===== src/sv/mapid_pkg.sv =====
// Shared types and constants for the multi-axis PID controller.
`timescale 1ns / 1ps

package mapid_pkg;

   localparam int AXIS_W      = 2;
   localparam int DATA_W      = 16;
   localparam int FRAC_W      = 12;
   localparam int GAIN_W      = 16;
   localparam int GAIN_REG_W  = 3 * GAIN_W;
   localparam int NUM_GAINS   = 4;
   localparam int ERR_W       = DATA_W + 1;
   localparam int DIFF_W      = ERR_W + 1;

   localparam logic signed [DATA_W-1:0] DRIVE_MAX = 16'sh7FFF;
   localparam logic signed [DATA_W-1:0] DRIVE_MIN = 16'sh8000;

   typedef enum logic [AXIS_W-1:0] {
      CSR_GAINS_AXIS0 = 2'd0,
      CSR_GAINS_AXIS1 = 2'd1,
      CSR_GAINS_AXIS2 = 2'd2,
      CSR_GAINS_AXIS3 = 2'd3
   } csr_index_type;

   // Packed so that kp sits in bits 15:0, ki*dt in 31:16 and kd/dt in 47:32.
   typedef struct packed {
      logic signed [GAIN_W-1:0] kd;
      logic signed [GAIN_W-1:0] ki;
      logic signed [GAIN_W-1:0] kp;
   } gains_type;

   // Reset gains: kp = 0.1, 0.1, 1/6.28 and 0; integral and derivative gains zero.
   localparam logic [GAIN_REG_W-1:0] GAINS_RESET [NUM_GAINS] = '{
      48'd410, 48'd410, 48'd652, 48'd0
   };

endpackage


===== src/sv/mapid_req_if.sv =====
// Request channel carrying one axis update item.
`timescale 1ns / 1ps

interface mapid_req_if;
   import mapid_pkg::*;

   logic                     valid;
   logic                     ready;
   logic [AXIS_W-1:0]        axis;
   logic signed [DATA_W-1:0] measured_value;
   logic signed [DATA_W-1:0] setpoint;

   modport source (output valid, output axis, output measured_value, output setpoint,
                   input ready);
   modport sink   (input valid, input axis, input measured_value, input setpoint,
                   output ready);
endinterface


===== src/sv/mapid_rsp_if.sv =====
// Response channel carrying one controller output item.
`timescale 1ns / 1ps

interface mapid_rsp_if;
   import mapid_pkg::*;

   logic                     valid;
   logic                     ready;
   logic [AXIS_W-1:0]        axis_out;
   logic signed [DATA_W-1:0] drive;
   logic                     saturated;

   modport source (output valid, output axis_out, output drive, output saturated,
                   input ready);
   modport sink   (input valid, input axis_out, input drive, input saturated,
                   output ready);
endinterface


===== src/sv/mapid_csr.sv =====
// Gain register file, one packed gain word per axis.
`timescale 1ns / 1ps

module mapid_csr (
   input  logic                              clock,
   input  logic                              reset,
   input  logic                              csr_we,
   input  mapid_pkg::csr_index_type          csr_index,
   input  logic [mapid_pkg::GAIN_REG_W-1:0]  csr_wdata,
   output mapid_pkg::gains_type              gains [mapid_pkg::NUM_GAINS]
);
   import mapid_pkg::*;

   logic [GAIN_REG_W-1:0] gains_ff [NUM_GAINS];

   always_ff @(posedge clock) begin
      if (reset) begin
         for (int i = 0; i < NUM_GAINS; i++) begin
            gains_ff[i] <= GAINS_RESET[i];
         end
      end else if (csr_we) begin
         unique case (csr_index)
            CSR_GAINS_AXIS0: gains_ff[0] <= csr_wdata;
            CSR_GAINS_AXIS1: gains_ff[1] <= csr_wdata;
            CSR_GAINS_AXIS2: gains_ff[2] <= csr_wdata;
            CSR_GAINS_AXIS3: gains_ff[3] <= csr_wdata;
            default: ;
         endcase
      end
   end

   always_comb begin
      for (int i = 0; i < NUM_GAINS; i++) begin
         gains[i] = gains_type'(gains_ff[i]);
      end
   end

endmodule


===== src/sv/mapid_err.sv =====
// Input register and error stage with the per-axis integral and previous-error state.
`timescale 1ns / 1ps

module mapid_err #(
   parameter int AXES           = 4,
   parameter int INTEGRAL_WIDTH = 32
) (
   input  logic                                    clock,
   input  logic                                    reset,
   mapid_req_if.sink                               req_ch,
   input  mapid_pkg::gains_type                    gains [mapid_pkg::NUM_GAINS],
   output logic                                    err_valid,
   input  logic                                    err_ready,
   output logic [mapid_pkg::AXIS_W-1:0]            err_axis,
   output logic signed [mapid_pkg::ERR_W-1:0]      err_e,
   output logic signed [INTEGRAL_WIDTH-1:0]        err_isum,
   output logic signed [mapid_pkg::DIFF_W-1:0]     err_diff,
   output mapid_pkg::gains_type                    err_gains
);
   import mapid_pkg::*;

   localparam int AW = (AXES > 1) ? $clog2(AXES) : 1;
   localparam int IW = INTEGRAL_WIDTH;

   // Input register.
   logic                     in_valid_ff;
   logic [AXIS_W-1:0]        in_axis_ff;
   logic signed [DATA_W-1:0] in_meas_ff;
   logic signed [DATA_W-1:0] in_set_ff;

   // Error stage register.
   logic                     e_valid_ff;
   logic [AXIS_W-1:0]        e_axis_ff;
   logic signed [ERR_W-1:0]  e_err_ff;
   logic signed [IW-1:0]     e_isum_ff;
   logic signed [DIFF_W-1:0] e_diff_ff;
   gains_type                e_gains_ff;

   // Per-axis state.
   logic signed [IW-1:0]     integral_ff [AXES];
   logic signed [ERR_W-1:0]  prev_err_ff [AXES];

   logic                     e_rdy;
   logic                     in_rdy;
   logic                     advance;
   logic                     in_range;
   logic [AW-1:0]            idx;
   logic signed [ERR_W-1:0]  err_in;
   logic signed [IW:0]       sum_wide;
   logic signed [IW-1:0]     isum_in;
   logic signed [DIFF_W-1:0] diff_in;
   gains_type                gains_in;

   assign e_rdy        = !e_valid_ff || err_ready;
   assign in_rdy       = !in_valid_ff || e_rdy;
   assign req_ch.ready = in_rdy;
   assign advance      = in_valid_ff && e_rdy;

   always_comb begin
      in_range = 32'(in_axis_ff) < AXES;
      // An axis with no state reads entry zero, so the state read never leaves the array.
      idx      = in_range ? AW'(in_axis_ff) : '0;
      err_in   = ERR_W'(in_set_ff) - ERR_W'(in_meas_ff);
      sum_wide = (IW + 1)'(integral_ff[idx]) + (IW + 1)'(err_in);
      // The integral clips at its signed range when the two top bits disagree.
      if (sum_wide[IW] != sum_wide[IW-1]) begin
         isum_in = sum_wide[IW] ? {1'b1, {(IW-1){1'b0}}} : {1'b0, {(IW-1){1'b1}}};
      end else begin
         isum_in = sum_wide[IW-1:0];
      end
      diff_in  = DIFF_W'(err_in) - DIFF_W'(prev_err_ff[idx]);
      // An axis with no state gives zero gains, so its drive comes out zero.
      gains_in = in_range ? gains[in_axis_ff] : '0;
   end

   always_ff @(posedge clock) begin
      if (reset) begin
         in_valid_ff <= 1'b0;
      end else if (in_rdy) begin
         in_valid_ff <= req_ch.valid;
      end
      if (in_rdy && req_ch.valid) begin
         in_axis_ff <= req_ch.axis;
         in_meas_ff <= req_ch.measured_value;
         in_set_ff  <= req_ch.setpoint;
      end
   end

   always_ff @(posedge clock) begin
      if (reset) begin
         e_valid_ff <= 1'b0;
      end else if (e_rdy) begin
         e_valid_ff <= in_valid_ff;
      end
      if (advance) begin
         e_axis_ff  <= in_axis_ff;
         e_err_ff   <= err_in;
         e_isum_ff  <= isum_in;
         e_diff_ff  <= diff_in;
         e_gains_ff <= gains_in;
      end
   end

   always_ff @(posedge clock) begin
      if (reset) begin
         for (int i = 0; i < AXES; i++) begin
            integral_ff[i] <= '0;
            prev_err_ff[i] <= '0;
         end
      end else if (advance && in_range) begin
         integral_ff[idx] <= isum_in;
         prev_err_ff[idx] <= err_in;
      end
   end

   assign err_valid    = e_valid_ff;
   assign err_axis     = e_axis_ff;
   assign err_e        = e_err_ff;
   assign err_isum     = e_isum_ff;
   assign err_diff     = e_diff_ff;
   assign err_gains    = e_gains_ff;

endmodule


===== src/sv/mapid_mac.sv =====
// Product stage and the rounding and saturating output register.
`timescale 1ns / 1ps

module mapid_mac #(
   parameter int INTEGRAL_WIDTH = 32
) (
   input  logic                                clock,
   input  logic                                reset,
   input  logic                                err_valid,
   output logic                                err_ready,
   input  logic [mapid_pkg::AXIS_W-1:0]        err_axis,
   input  logic signed [mapid_pkg::ERR_W-1:0]  err_e,
   input  logic signed [INTEGRAL_WIDTH-1:0]    err_isum,
   input  logic signed [mapid_pkg::DIFF_W-1:0] err_diff,
   input  mapid_pkg::gains_type                err_gains,
   mapid_rsp_if.source                         rsp_ch
);
   import mapid_pkg::*;

   localparam int IW    = INTEGRAL_WIDTH;
   localparam int PKP_W = GAIN_W + ERR_W;
   localparam int PKI_W = GAIN_W + IW;
   localparam int PKD_W = GAIN_W + DIFF_W;
   localparam int ACC_W = IW + 18;
   localparam int TOP   = FRAC_W + DATA_W - 1;

   logic                     p_valid_ff;
   logic [AXIS_W-1:0]        p_axis_ff;
   logic signed [PKP_W-1:0]  p_kp_ff;
   logic signed [PKI_W-1:0]  p_ki_ff;
   logic signed [PKD_W-1:0]  p_kd_ff;

   logic                     o_valid_ff;
   logic [AXIS_W-1:0]        o_axis_ff;
   logic signed [DATA_W-1:0] o_drive_ff;
   logic                     o_sat_ff;

   logic                     o_rdy;
   logic                     p_rdy;
   logic signed [PKP_W-1:0]  p_kp_in;
   logic signed [PKI_W-1:0]  p_ki_in;
   logic signed [PKD_W-1:0]  p_kd_in;
   logic signed [ACC_W-1:0]  acc;
   logic [ACC_W-TOP-1:0]     acc_hi;
   logic signed [DATA_W-1:0] drive_in;
   logic                     sat_in;

   assign o_rdy     = !o_valid_ff || rsp_ch.ready;
   assign p_rdy     = !p_valid_ff || o_rdy;
   assign err_ready = p_rdy;

   always_comb begin
      p_kp_in = PKP_W'(err_gains.kp) * PKP_W'(err_e);
      p_ki_in = PKI_W'(err_gains.ki) * PKI_W'(err_isum);
      p_kd_in = PKD_W'(err_gains.kd) * PKD_W'(err_diff);
   end

   always_ff @(posedge clock) begin
      if (reset) begin
         p_valid_ff <= 1'b0;
      end else if (p_rdy) begin
         p_valid_ff <= err_valid;
      end
      if (p_rdy && err_valid) begin
         p_axis_ff <= err_axis;
         p_kp_ff   <= p_kp_in;
         p_ki_ff   <= p_ki_in;
         p_kd_ff   <= p_kd_in;
      end
   end

   // The sum is at Q38.12 scale; adding half an output step and dropping the
   // fraction rounds to nearest with ties going up.
   always_comb begin
      acc    = ACC_W'(p_kp_ff) + ACC_W'(p_ki_ff) + ACC_W'(p_kd_ff)
             + ACC_W'(1 << (FRAC_W - 1));
      acc_hi = acc[ACC_W-1:TOP];
      sat_in = !((&acc_hi) || !(|acc_hi));
      if (sat_in) begin
         drive_in = acc[ACC_W-1] ? DRIVE_MIN : DRIVE_MAX;
      end else begin
         drive_in = acc[TOP:FRAC_W];
      end
   end

   always_ff @(posedge clock) begin
      if (reset) begin
         o_valid_ff <= 1'b0;
      end else if (o_rdy) begin
         o_valid_ff <= p_valid_ff;
      end
      if (o_rdy && p_valid_ff) begin
         o_axis_ff  <= p_axis_ff;
         o_drive_ff <= drive_in;
         o_sat_ff   <= sat_in;
      end
   end

   assign rsp_ch.valid     = o_valid_ff;
   assign rsp_ch.axis_out  = o_axis_ff;
   assign rsp_ch.drive     = o_drive_ff;
   assign rsp_ch.saturated = o_sat_ff;

endmodule


===== src/sv/multi_axis_pid_controller.sv =====
// Top level of the time-shared multi-axis PID controller.
`timescale 1ns / 1ps

// Each item updates one axis: error = setpoint - measured_value, the axis integral
// accumulates the error with saturation, and the drive is kp*e + ki*I + kd*(e - prev)
// rounded to a Q16.0 integer and clipped to 16 bits, with a flag when clipped. Gains
// are packed per axis in the csr registers (kp 15:0, ki*dt 31:16, kd/dt 47:32) and
// should only be written while no item is in flight. The block takes one item every
// cycle while the response side accepts; the accepting edge loads the input register,
// and the error stage, product stage and output register follow in that order before
// a result is offered. Up to four items are held while the response side stalls. The
// per-axis integral and previous error are read, updated and written back at the
// edge that loads the error stage, so items for the same axis may follow each other
// back to back. Items for an axis at or beyond AXES return a zero drive and leave
// all state alone.
module multi_axis_pid_controller #(
   parameter int AXES           = 4,
   parameter int INTEGRAL_WIDTH = 32
) (
   input  logic                              clock,
   input  logic                              reset,
   mapid_req_if.sink                         req_ch,
   mapid_rsp_if.source                       rsp_ch,
   input  logic                              csr_we,
   input  mapid_pkg::csr_index_type          csr_index,
   input  logic [mapid_pkg::GAIN_REG_W-1:0]  csr_wdata
);
   import mapid_pkg::*;

   gains_type                gains [NUM_GAINS];
   logic                     err_valid;
   logic                     err_ready;
   logic [AXIS_W-1:0]        err_axis;
   logic signed [ERR_W-1:0]  err_e;
   logic signed [INTEGRAL_WIDTH-1:0] err_isum;
   logic signed [DIFF_W-1:0] err_diff;
   gains_type                err_gains;

   mapid_csr u_csr (
      .clock     (clock),
      .reset     (reset),
      .csr_we    (csr_we),
      .csr_index (csr_index),
      .csr_wdata (csr_wdata),
      .gains     (gains)
   );

   mapid_err #(
      .AXES           (AXES),
      .INTEGRAL_WIDTH (INTEGRAL_WIDTH)
   ) u_err (
      .clock     (clock),
      .reset     (reset),
      .req_ch    (req_ch),
      .gains     (gains),
      .err_valid (err_valid),
      .err_ready (err_ready),
      .err_axis  (err_axis),
      .err_e     (err_e),
      .err_isum  (err_isum),
      .err_diff  (err_diff),
      .err_gains (err_gains)
   );

   mapid_mac #(
      .INTEGRAL_WIDTH (INTEGRAL_WIDTH)
   ) u_mac (
      .clock     (clock),
      .reset     (reset),
      .err_valid (err_valid),
      .err_ready (err_ready),
      .err_axis  (err_axis),
      .err_e     (err_e),
      .err_isum  (err_isum),
      .err_diff  (err_diff),
      .err_gains (err_gains),
      .rsp_ch    (rsp_ch)
   );

endmodule


===== src/flat_wrapper.sv =====
// flat-port wrapper written by rule: the top's interface ports become plain ports
module multi_axis_pid_controller_flat import mapid_pkg::*;
#(
   parameter int AXES           = 4,
   parameter int INTEGRAL_WIDTH = 32
)
  (clock, reset, csr_we, csr_index, csr_wdata, req_ch_valid, req_ch_axis, req_ch_measured_value, req_ch_setpoint, req_ch_ready, rsp_ch_valid, rsp_ch_axis_out, rsp_ch_drive, rsp_ch_saturated, rsp_ch_ready);
  mapid_req_if req_ch_i ();
  mapid_rsp_if rsp_ch_i ();
  input  logic clock;
  input  logic reset;
  input  logic csr_we;
  input  mapid_pkg::csr_index_type csr_index;
  input  logic [mapid_pkg::GAIN_REG_W-1:0] csr_wdata;
  input wire logic [$bits(req_ch_i.valid)-1:0] req_ch_valid;
  input wire logic [$bits(req_ch_i.axis)-1:0] req_ch_axis;
  input wire logic [$bits(req_ch_i.measured_value)-1:0] req_ch_measured_value;
  input wire logic [$bits(req_ch_i.setpoint)-1:0] req_ch_setpoint;
  output wire logic [$bits(req_ch_i.ready)-1:0] req_ch_ready;
  output wire logic [$bits(rsp_ch_i.valid)-1:0] rsp_ch_valid;
  output wire logic [$bits(rsp_ch_i.axis_out)-1:0] rsp_ch_axis_out;
  output wire logic [$bits(rsp_ch_i.drive)-1:0] rsp_ch_drive;
  output wire logic [$bits(rsp_ch_i.saturated)-1:0] rsp_ch_saturated;
  input wire logic [$bits(rsp_ch_i.ready)-1:0] rsp_ch_ready;
  assign req_ch_i.valid = req_ch_valid;
  assign req_ch_i.axis = req_ch_axis;
  assign req_ch_i.measured_value = req_ch_measured_value;
  assign req_ch_i.setpoint = req_ch_setpoint;
  assign req_ch_ready = req_ch_i.ready;
  assign rsp_ch_valid = rsp_ch_i.valid;
  assign rsp_ch_axis_out = rsp_ch_i.axis_out;
  assign rsp_ch_drive = rsp_ch_i.drive;
  assign rsp_ch_saturated = rsp_ch_i.saturated;
  assign rsp_ch_i.ready = rsp_ch_ready;
  multi_axis_pid_controller #(.AXES(AXES), .INTEGRAL_WIDTH(INTEGRAL_WIDTH)) u_core (.clock(clock), .reset(reset), .req_ch(req_ch_i), .rsp_ch(rsp_ch_i), .csr_we(csr_we), .csr_index(csr_index), .csr_wdata(csr_wdata));
endmodule

===== config.mk =====
export PLATFORM = sky130hd
export DESIGN_NAME = multi_axis_pid_controller_flat
export DESIGN_NICKNAME = d
export VERILOG_FILES = /design/src/sv/mapid_pkg.sv /design/src/sv/mapid_req_if.sv /design/src/sv/mapid_rsp_if.sv /design/src/sv/mapid_csr.sv /design/src/sv/mapid_err.sv /design/src/sv/mapid_mac.sv /design/src/sv/multi_axis_pid_controller.sv /design/src/flat_wrapper.sv
export SDC_FILE = /design/constraint.sdc
export NUM_CORES = 2
export LEC_CHECK = 0
export BUFFER_PORTS_ARGS = -buffer_cell sky130_fd_sc_hd__buf_2
export CAP_MARGIN = 20
export CORE_MARGIN = 1
export CORE_UTILIZATION = 50
export CTS_CLUSTER_SIZE = 10
export DETAILED_ROUTE_END_ITERATION = 10
export HOLD_SLACK_MARGIN = 0.02
export PLACE_DENSITY = 0.62
export SLEW_MARGIN = 0
export SYNTH_ARGS = -nofsm -noshare
export SYNTH_HDL_FRONTEND = slang
export SYNTH_HIERARCHICAL = 1
export SYNTH_SLANG_ARGS = --single-unit

===== constraint.sdc =====
create_clock -name clock -period 10.3 [get_ports clock]
set_clock_uncertainty 0.05 [all_clocks]
set_input_delay 0.515 -clock clock [delete_from_list [all_inputs] [get_ports clock]]
set_output_delay 0.515 -clock clock [all_outputs]
set_load 0.02 [all_outputs]

Yosys cells after proc, flatten, opt, wreduce, memory -nomap -nowiden. Memories as Yosys holds them, arrays and structs flattened. A register that Yosys moved wholly into a read port is not among the register bits. Cells that the tools add are included.

Add/sub/neg operators: 6. $mul: 3. Divide/modulo/power cells: 0. $lt $le $gt $ge: 1. Equal/unequal tests: 4. Shift operators: 0. Mux-type cells: 40. Bitwise logic cells: 5. Reduce and logical (&&, ||, !) cells: 20.

Operator list (count): $mux 48 (6); $bmux 48 s2 (1); $mux 32 (3); $add 49x34->50 (1); $add 50x13->50 const B (1); $add 33x48->49 (1); $mul 16x32->48 (1); $mul 16x18->34 (1); $add 32x17->33 (1); $mul 16x17->33 (1); $mux 16 (2); $reduce_or 32->1 (1); $mux 1 (23); $reduce_and 23->1 (1); $reduce_or 23->1 (1); $sub 17x17->18 (1); $mux 17 (1); $reduce_or 17->1 (1); $sub 16x16->17 (1); $mux 2 (4); $logic_not 1->1 (6); $logic_or 1x1->1 (5); $eq 2x2->1 const B (2); $logic_and 1x1->1 (4); other kinds (6) (9).

Register bits after elaboration: 291. Latch bits: 0. Bits in writable memories: 388. Memory bits (read-only): 0. Input port bits: 89. Output and inout bits: 21. Word-level logic and storage cells: 103. Memories: 3.

Memory list: u_core.u_csr.gains_ff (words 4, bits a word 48, rd ports 4, clocked after Yosys merged registers in 0, write ports 4, line mapid_csr.sv:14) `logic [GAIN_REG_W-1:0] gains_ff [NUM_GAINS];`; u_core.u_err.integral_ff (words 4, bits a word 32, rd ports 1, clocked after Yosys merged registers in 1, write ports 4, line mapid_err.sv:40) `logic signed [IW-1:0] integral_ff [AXES];`; u_core.u_err.prev_err_ff (words 4, bits a word 17, rd ports 1, clocked after Yosys merged registers in 1, write ports 4, line mapid_err.sv:41) `logic signed [ERR_W-1:0] prev_err_ff [AXES];`.

Longest topological paths before layout.
Depth in word-level cells: 10. Mapped depth: 27.

Cells and area by module. Netlist, hierarchy kept.

By module, submodules not included: mapid_mac (times used 1, cells each 5029, area each 47279.1 µm², sequential area each 4124.0 µm²); mapid_err (times used 1, cells each 1381, area each 18559.0 µm², sequential area each 10500.1 µm²); mapid_csr (times used 1, cells each 470, area each 7085.5 µm², sequential area each 5765.5 µm²).

Worst setup path before layout. No wires, ideal clock.

Kind: input-to-reg. Start point: in rsp_ch_ready. End point: mem u_core/u_err/integral_ff[2][0] (netlist name) (enable). Data arrival time: 8.132 ns. Required time: 9.835 ns. Path slack: 1.703 ns. Stages: 7. Path through: nor2b_1 -> nand2_1 -> nor2b_1 -> nor2b_1 -> nor2b_1 -> nand3b_1 -> nand2b_1.

RTL lines: start, declared (line flat_wrapper.sv:24) `input wire logic [$bits(rsp_ch_i.ready)-1:0] rsp_ch_ready;`; end, declared (line mapid_err.sv:40).

Worst setup path after layout.
Start point: reg u_core.u_err.e_gains_ff (netlist bit u_core/u_err/err_gains[25]). End point: reg u_core.u_mac.p_ki_ff[42], data pin.

Word-level cells in the longest chain between the ends: 1.

Ends and longest elaborated chain: start, declared (line mapid_err.sv:37) `gains_type e_gains_ff;`; start signal, assigned (line mapid_err.sv:100) `e_gains_ff <= gains_in;`; $mul 16x32->48 (line mapid_mac.sv:54) `p_ki_in = PKI_W'(err_gains.ki) * PKI_W'(err_isum);`; net u_core.u_mac.p_ki_in[42] (line mapid_mac.sv:41) `logic signed [PKI_W-1:0] p_ki_in;`; end signal, assigned (line mapid_mac.sv:67) `p_ki_ff <= p_ki_in;`; end, declared (line mapid_mac.sv:30) `logic signed [PKI_W-1:0] p_ki_ff;`.

The timed path passes the listed nets, and every way through them passes these cells. A chain may end at the register's enable or synchronous reset.

==> flow_metrics.tcl <==
set metrics [dict create \
    outcome "finished, final reports clean" \
    arrival_ns 8.18 \
    numCtsBuffers 86 \
    timing.fmax_mhz 128 \
    synth_seq_cells 681 \
    final.min_clock_period_ns 7.79 \
    vias 49200 \
    grtUsageTotal_pct 26.9 \
    grt_max_degree 65 \
    syn_area_um2 72900 \
    worstPathMaxFanout 19 \
    cap_violations 0 \
    synthFlopType "edfxtp_1" \
    criticalPathCategory "reg2reg" \
    antenna_found_initial 6 \
    ios 110 \
    crit_family "adder cells" \
    wl_um 192000 \
    setup_viol 0 \
    insertion_delay_ns 0.73 \
    portBuffers 109 \
    clockRootBuffer "clkbuf_16" \
    reg2regPathDepth 23 \
    cp_slowest_cell "edfxtp_1" \
    routedWlPerCell_um 21.7 \
    cts_setup_buffers 0 \
    critPathLaunchType "flop" \
    die_area_um2 147000 \
    reg2reg_to "u_core/u_mac/p_ki_ff[42]" \
    clkSinkCount 681 \
    syn_avg_cell_area_um2 10.6 \
    synth_cells 6880 \
    grt_pass1_wl_um 303000 \
    synth_edf_count 675 \
    worst_path_most_repeated_cell "fa_1" \
    first_pass_iters 5 \
    cts_max_level 3 \
    hp-class "in2reg" \
    hold_viol_final 0 \
    worst_pin_slew_ns 1.17 \
    ys_types 105 \
    fin_ws_ns 2.51 \
    synth-async-reset-ratio_pct 0 \
    relSlewSlack_pct 21.4 \
    dp_hpwl_um 145000 \
    place_congestion 0.898 \
    detail-route-antenna-nets 0 \
    grt_setup_unrepaired "false" \
    cts.clk_slew.worst_paths_ns 0.06 \
    core_um2 144000 \
    overflow 0 \
    area_growth_pct 7.41 \
    drt_drc_violations_left 0 \
    endpoint "u_core/u_mac/p_ki_ff[42]" \
    drive_gt1_share_pct 7.06 \
    cts_tree "built" \
    start_util_pct 50.6 \
    cp_num_cells 23 \
    row_count 139 \
    seq_area_frac_synth_pct 28.0 \
    die_w_um 384 \
    syn_nets 8507 \
    fin_setup_tns_ns 0 \
    r2r_start "u_core/u_err/err_gains[25]" \
    critical_path_buf_inv_count 4 \
    via_per_inst 5.56 \
    die_y_um 384 \
    max_stage_delay_ns 1.07 \
    first_global_vias 52700 \
    nets 8522 \
    drv_slew 0 \
    preCtsSetupSlack_ns 2.46 \
    post-route-period-util_pct 75.6 \
    yosys_warnings 6 \
    drtIter0Drc 3940 \
    endpoint_kind "flop" \
    cp.required_ns 10.69 \
    r2r_slack_ns 2.51 \
    cp-startpoint "u_core/u_err/err_gains[25]" \
    path_cells "buf_4 -> nand2_1 -> fa_1 -> inv_1 -> fa_1 -> fa_1 -> fa_1 -> fa_1 -> inv_1 -> fa_1 -> inv_1 -> ha_1 -> a21o_1 -> a21o_1 -> a21oi_1 -> nand3_1 -> a41oi_1 -> o21ai_0 -> a21oi_1 -> o21a_1 -> o31ai_1 -> a211oi_1 -> nor2_1" \
    clk_path_buf_depth 3 \
]
logic make-up (layout without fill, tap and decap cells):
logic type               count (synthesis)  count (layout)  synth area share, %
multiplexers                           114             114                 3.24
other                                    0               1                    0
XOR/XNOR                               207             207                 2.49
adder cells (fa/ha/maj)               1544            1544                 37.8
AO/OA/AOI/OAI                          769             769                 6.98
flip-flops                             681             681                 28.0
buffers and inverters                 1584            1646                 8.43
AND/OR/NAND/NOR                       1981            1981                 13.1
worst min-delay path by stage:
| stage | startpoint | end | slack (ns) | cells past startpoint |
|---|---|---|---|---|
| floorplan | u_core/u_err/err_axis[0] | u_core/u_mac/p_axis_ff[0] | 0.35 | 0 |
| global placement | u_core/u_err/err_axis[1] | u_core/u_mac/p_axis_ff[1] | 0.36 | 0 |
| finish | csr_wdata[4] | u_core/u_csr/gains_ff[0][4] | 0.08 | 2 |
| global route | csr_wdata[1] | u_core/u_csr/gains_ff[0][1] | 0.06 | 2 |
| CTS | csr_wdata[4] | u_core/u_csr/gains_ff[0][4] | 0.03 | 2 |
| detailed placement | u_core/u_mac/p_axis_ff[1] | u_core/u_mac/rsp_ch.axis_out[1] | 0.36 | 0 |
Yosys cell counts, types with 16 or more instances:
cell type  instances  area, um^2
o21a_1            27         203
inv_1           1288        4830
and2_1           420        2630
o21bai_1          42         315
nand3b_1          47         353
clkbuf_1         215         807
nor3_1            48         240
mux4_2            97        2180
nand4_1           21         131
nor2b_1           29         181
nand2_1          748        2810
o21ai_0          103         515
ha_1             436        5460
a21o_1            81         608
a21oi_1          260        1300
or3_1             29         181
nor2_1           425        1600
o211ai_1          25         188
o31ai_1           42         315
edfxtp_1         675       20300
xor2_1            50         438
o21ai_1           24         120
a31oi_1           20         125
buf_6             16         180
fa_1            1102       22100
nand2b_1          52         325
and3_1            37         231
nand3_1           56         280
a211oi_1          23         173
buf_2             38         190
xnor2_1          157        1380
layer usage:
layer,up-vias,wire length (um),share of wire [%],global-route usage (%)
met1,25200,82400,43,37.0
met2,1715,90200,47,43.8
met3,274,13100,6.8,4.52
li1,22000,-,-,-
met4,0,6130,3.2,8.26
met5,-,0,0,0
registers in the layout (all words and copies together) (netlist names), 17 cells and up, named ones only:
register                  flops
u_core/u_err/integral_ff    128
u_core/u_mac/p_kd_ff         34
u_core/u_csr/gains_ff       192
u_core/u_err/err_diff        18
u_core/u_err/err_gains       48
u_core/u_mac/p_kp_ff         33
u_core/u_err/err_isum        32
u_core/u_mac/p_ki_ff         48
u_core/u_err/err_e           17
u_core/u_err/prev_err_ff     68
per-stage QoR:
stage	cell area (um^2)	util (%)	instances	hold slack, ns
global route	78300	54.3	8845	0.0598
floorplan	72900	-	6880	0.350
detailed placement	75300	52.2	8669	0.357
CTS	78300	54.3	8844	0.0268
finish	78300	54.3	8846	0.0774
global placement	75100	52.1	8664	0.358
placed cells by master (no fill, tap or decap), types with 12 or more instances in the layout:
cell type,count
inv_1,1288
fa_1,1102
nand2_1,748
edfxtp_1,675
ha_1,436
nor2_1,425
and2_1,419
a21oi_1,260
xnor2_1,157
buf_2,109
o21ai_0,103
mux4_2,97
clkbuf_16,86
a21o_1,79
buf_4,66
nand3_1,55
xor2_1,50
nor3_1,48
nand3b_1,47
nand2b_1,47
o31ai_1,42
dlygate4sd3_1,40
o21bai_1,40
and3_1,37
or3_1,29
nor2b_1,27
o21a_1,27
o211ai_1,25
o21ai_1,24
a211oi_1,23
clkbuf_1,22
nand4_1,21
a31oi_1,20
nor4_1,13
mux2i_1,12
final cells by class:
cell class | count | area [um^2]
fillers | 12500 | 65800
clock buffers | 108 | 2230
clock inverters | 27 | 424
inverters | 1291 | 4850
repair buffers | 220 | 1580
flip-flops and latches | 681 | 20400
well taps | 1903 | 2380
diodes | 1 | 2.50
multi-input cells | 4615 | 46500
timing repair:
item | CTS | global route
gates resized for setup | 0 | 0
hold buffers | 40 | 0
hold endpoints to repair | 47 | 0
Power is not shown: default switching activity piles up to over one toggle a cycle in this logic, so the estimate is an artifact.
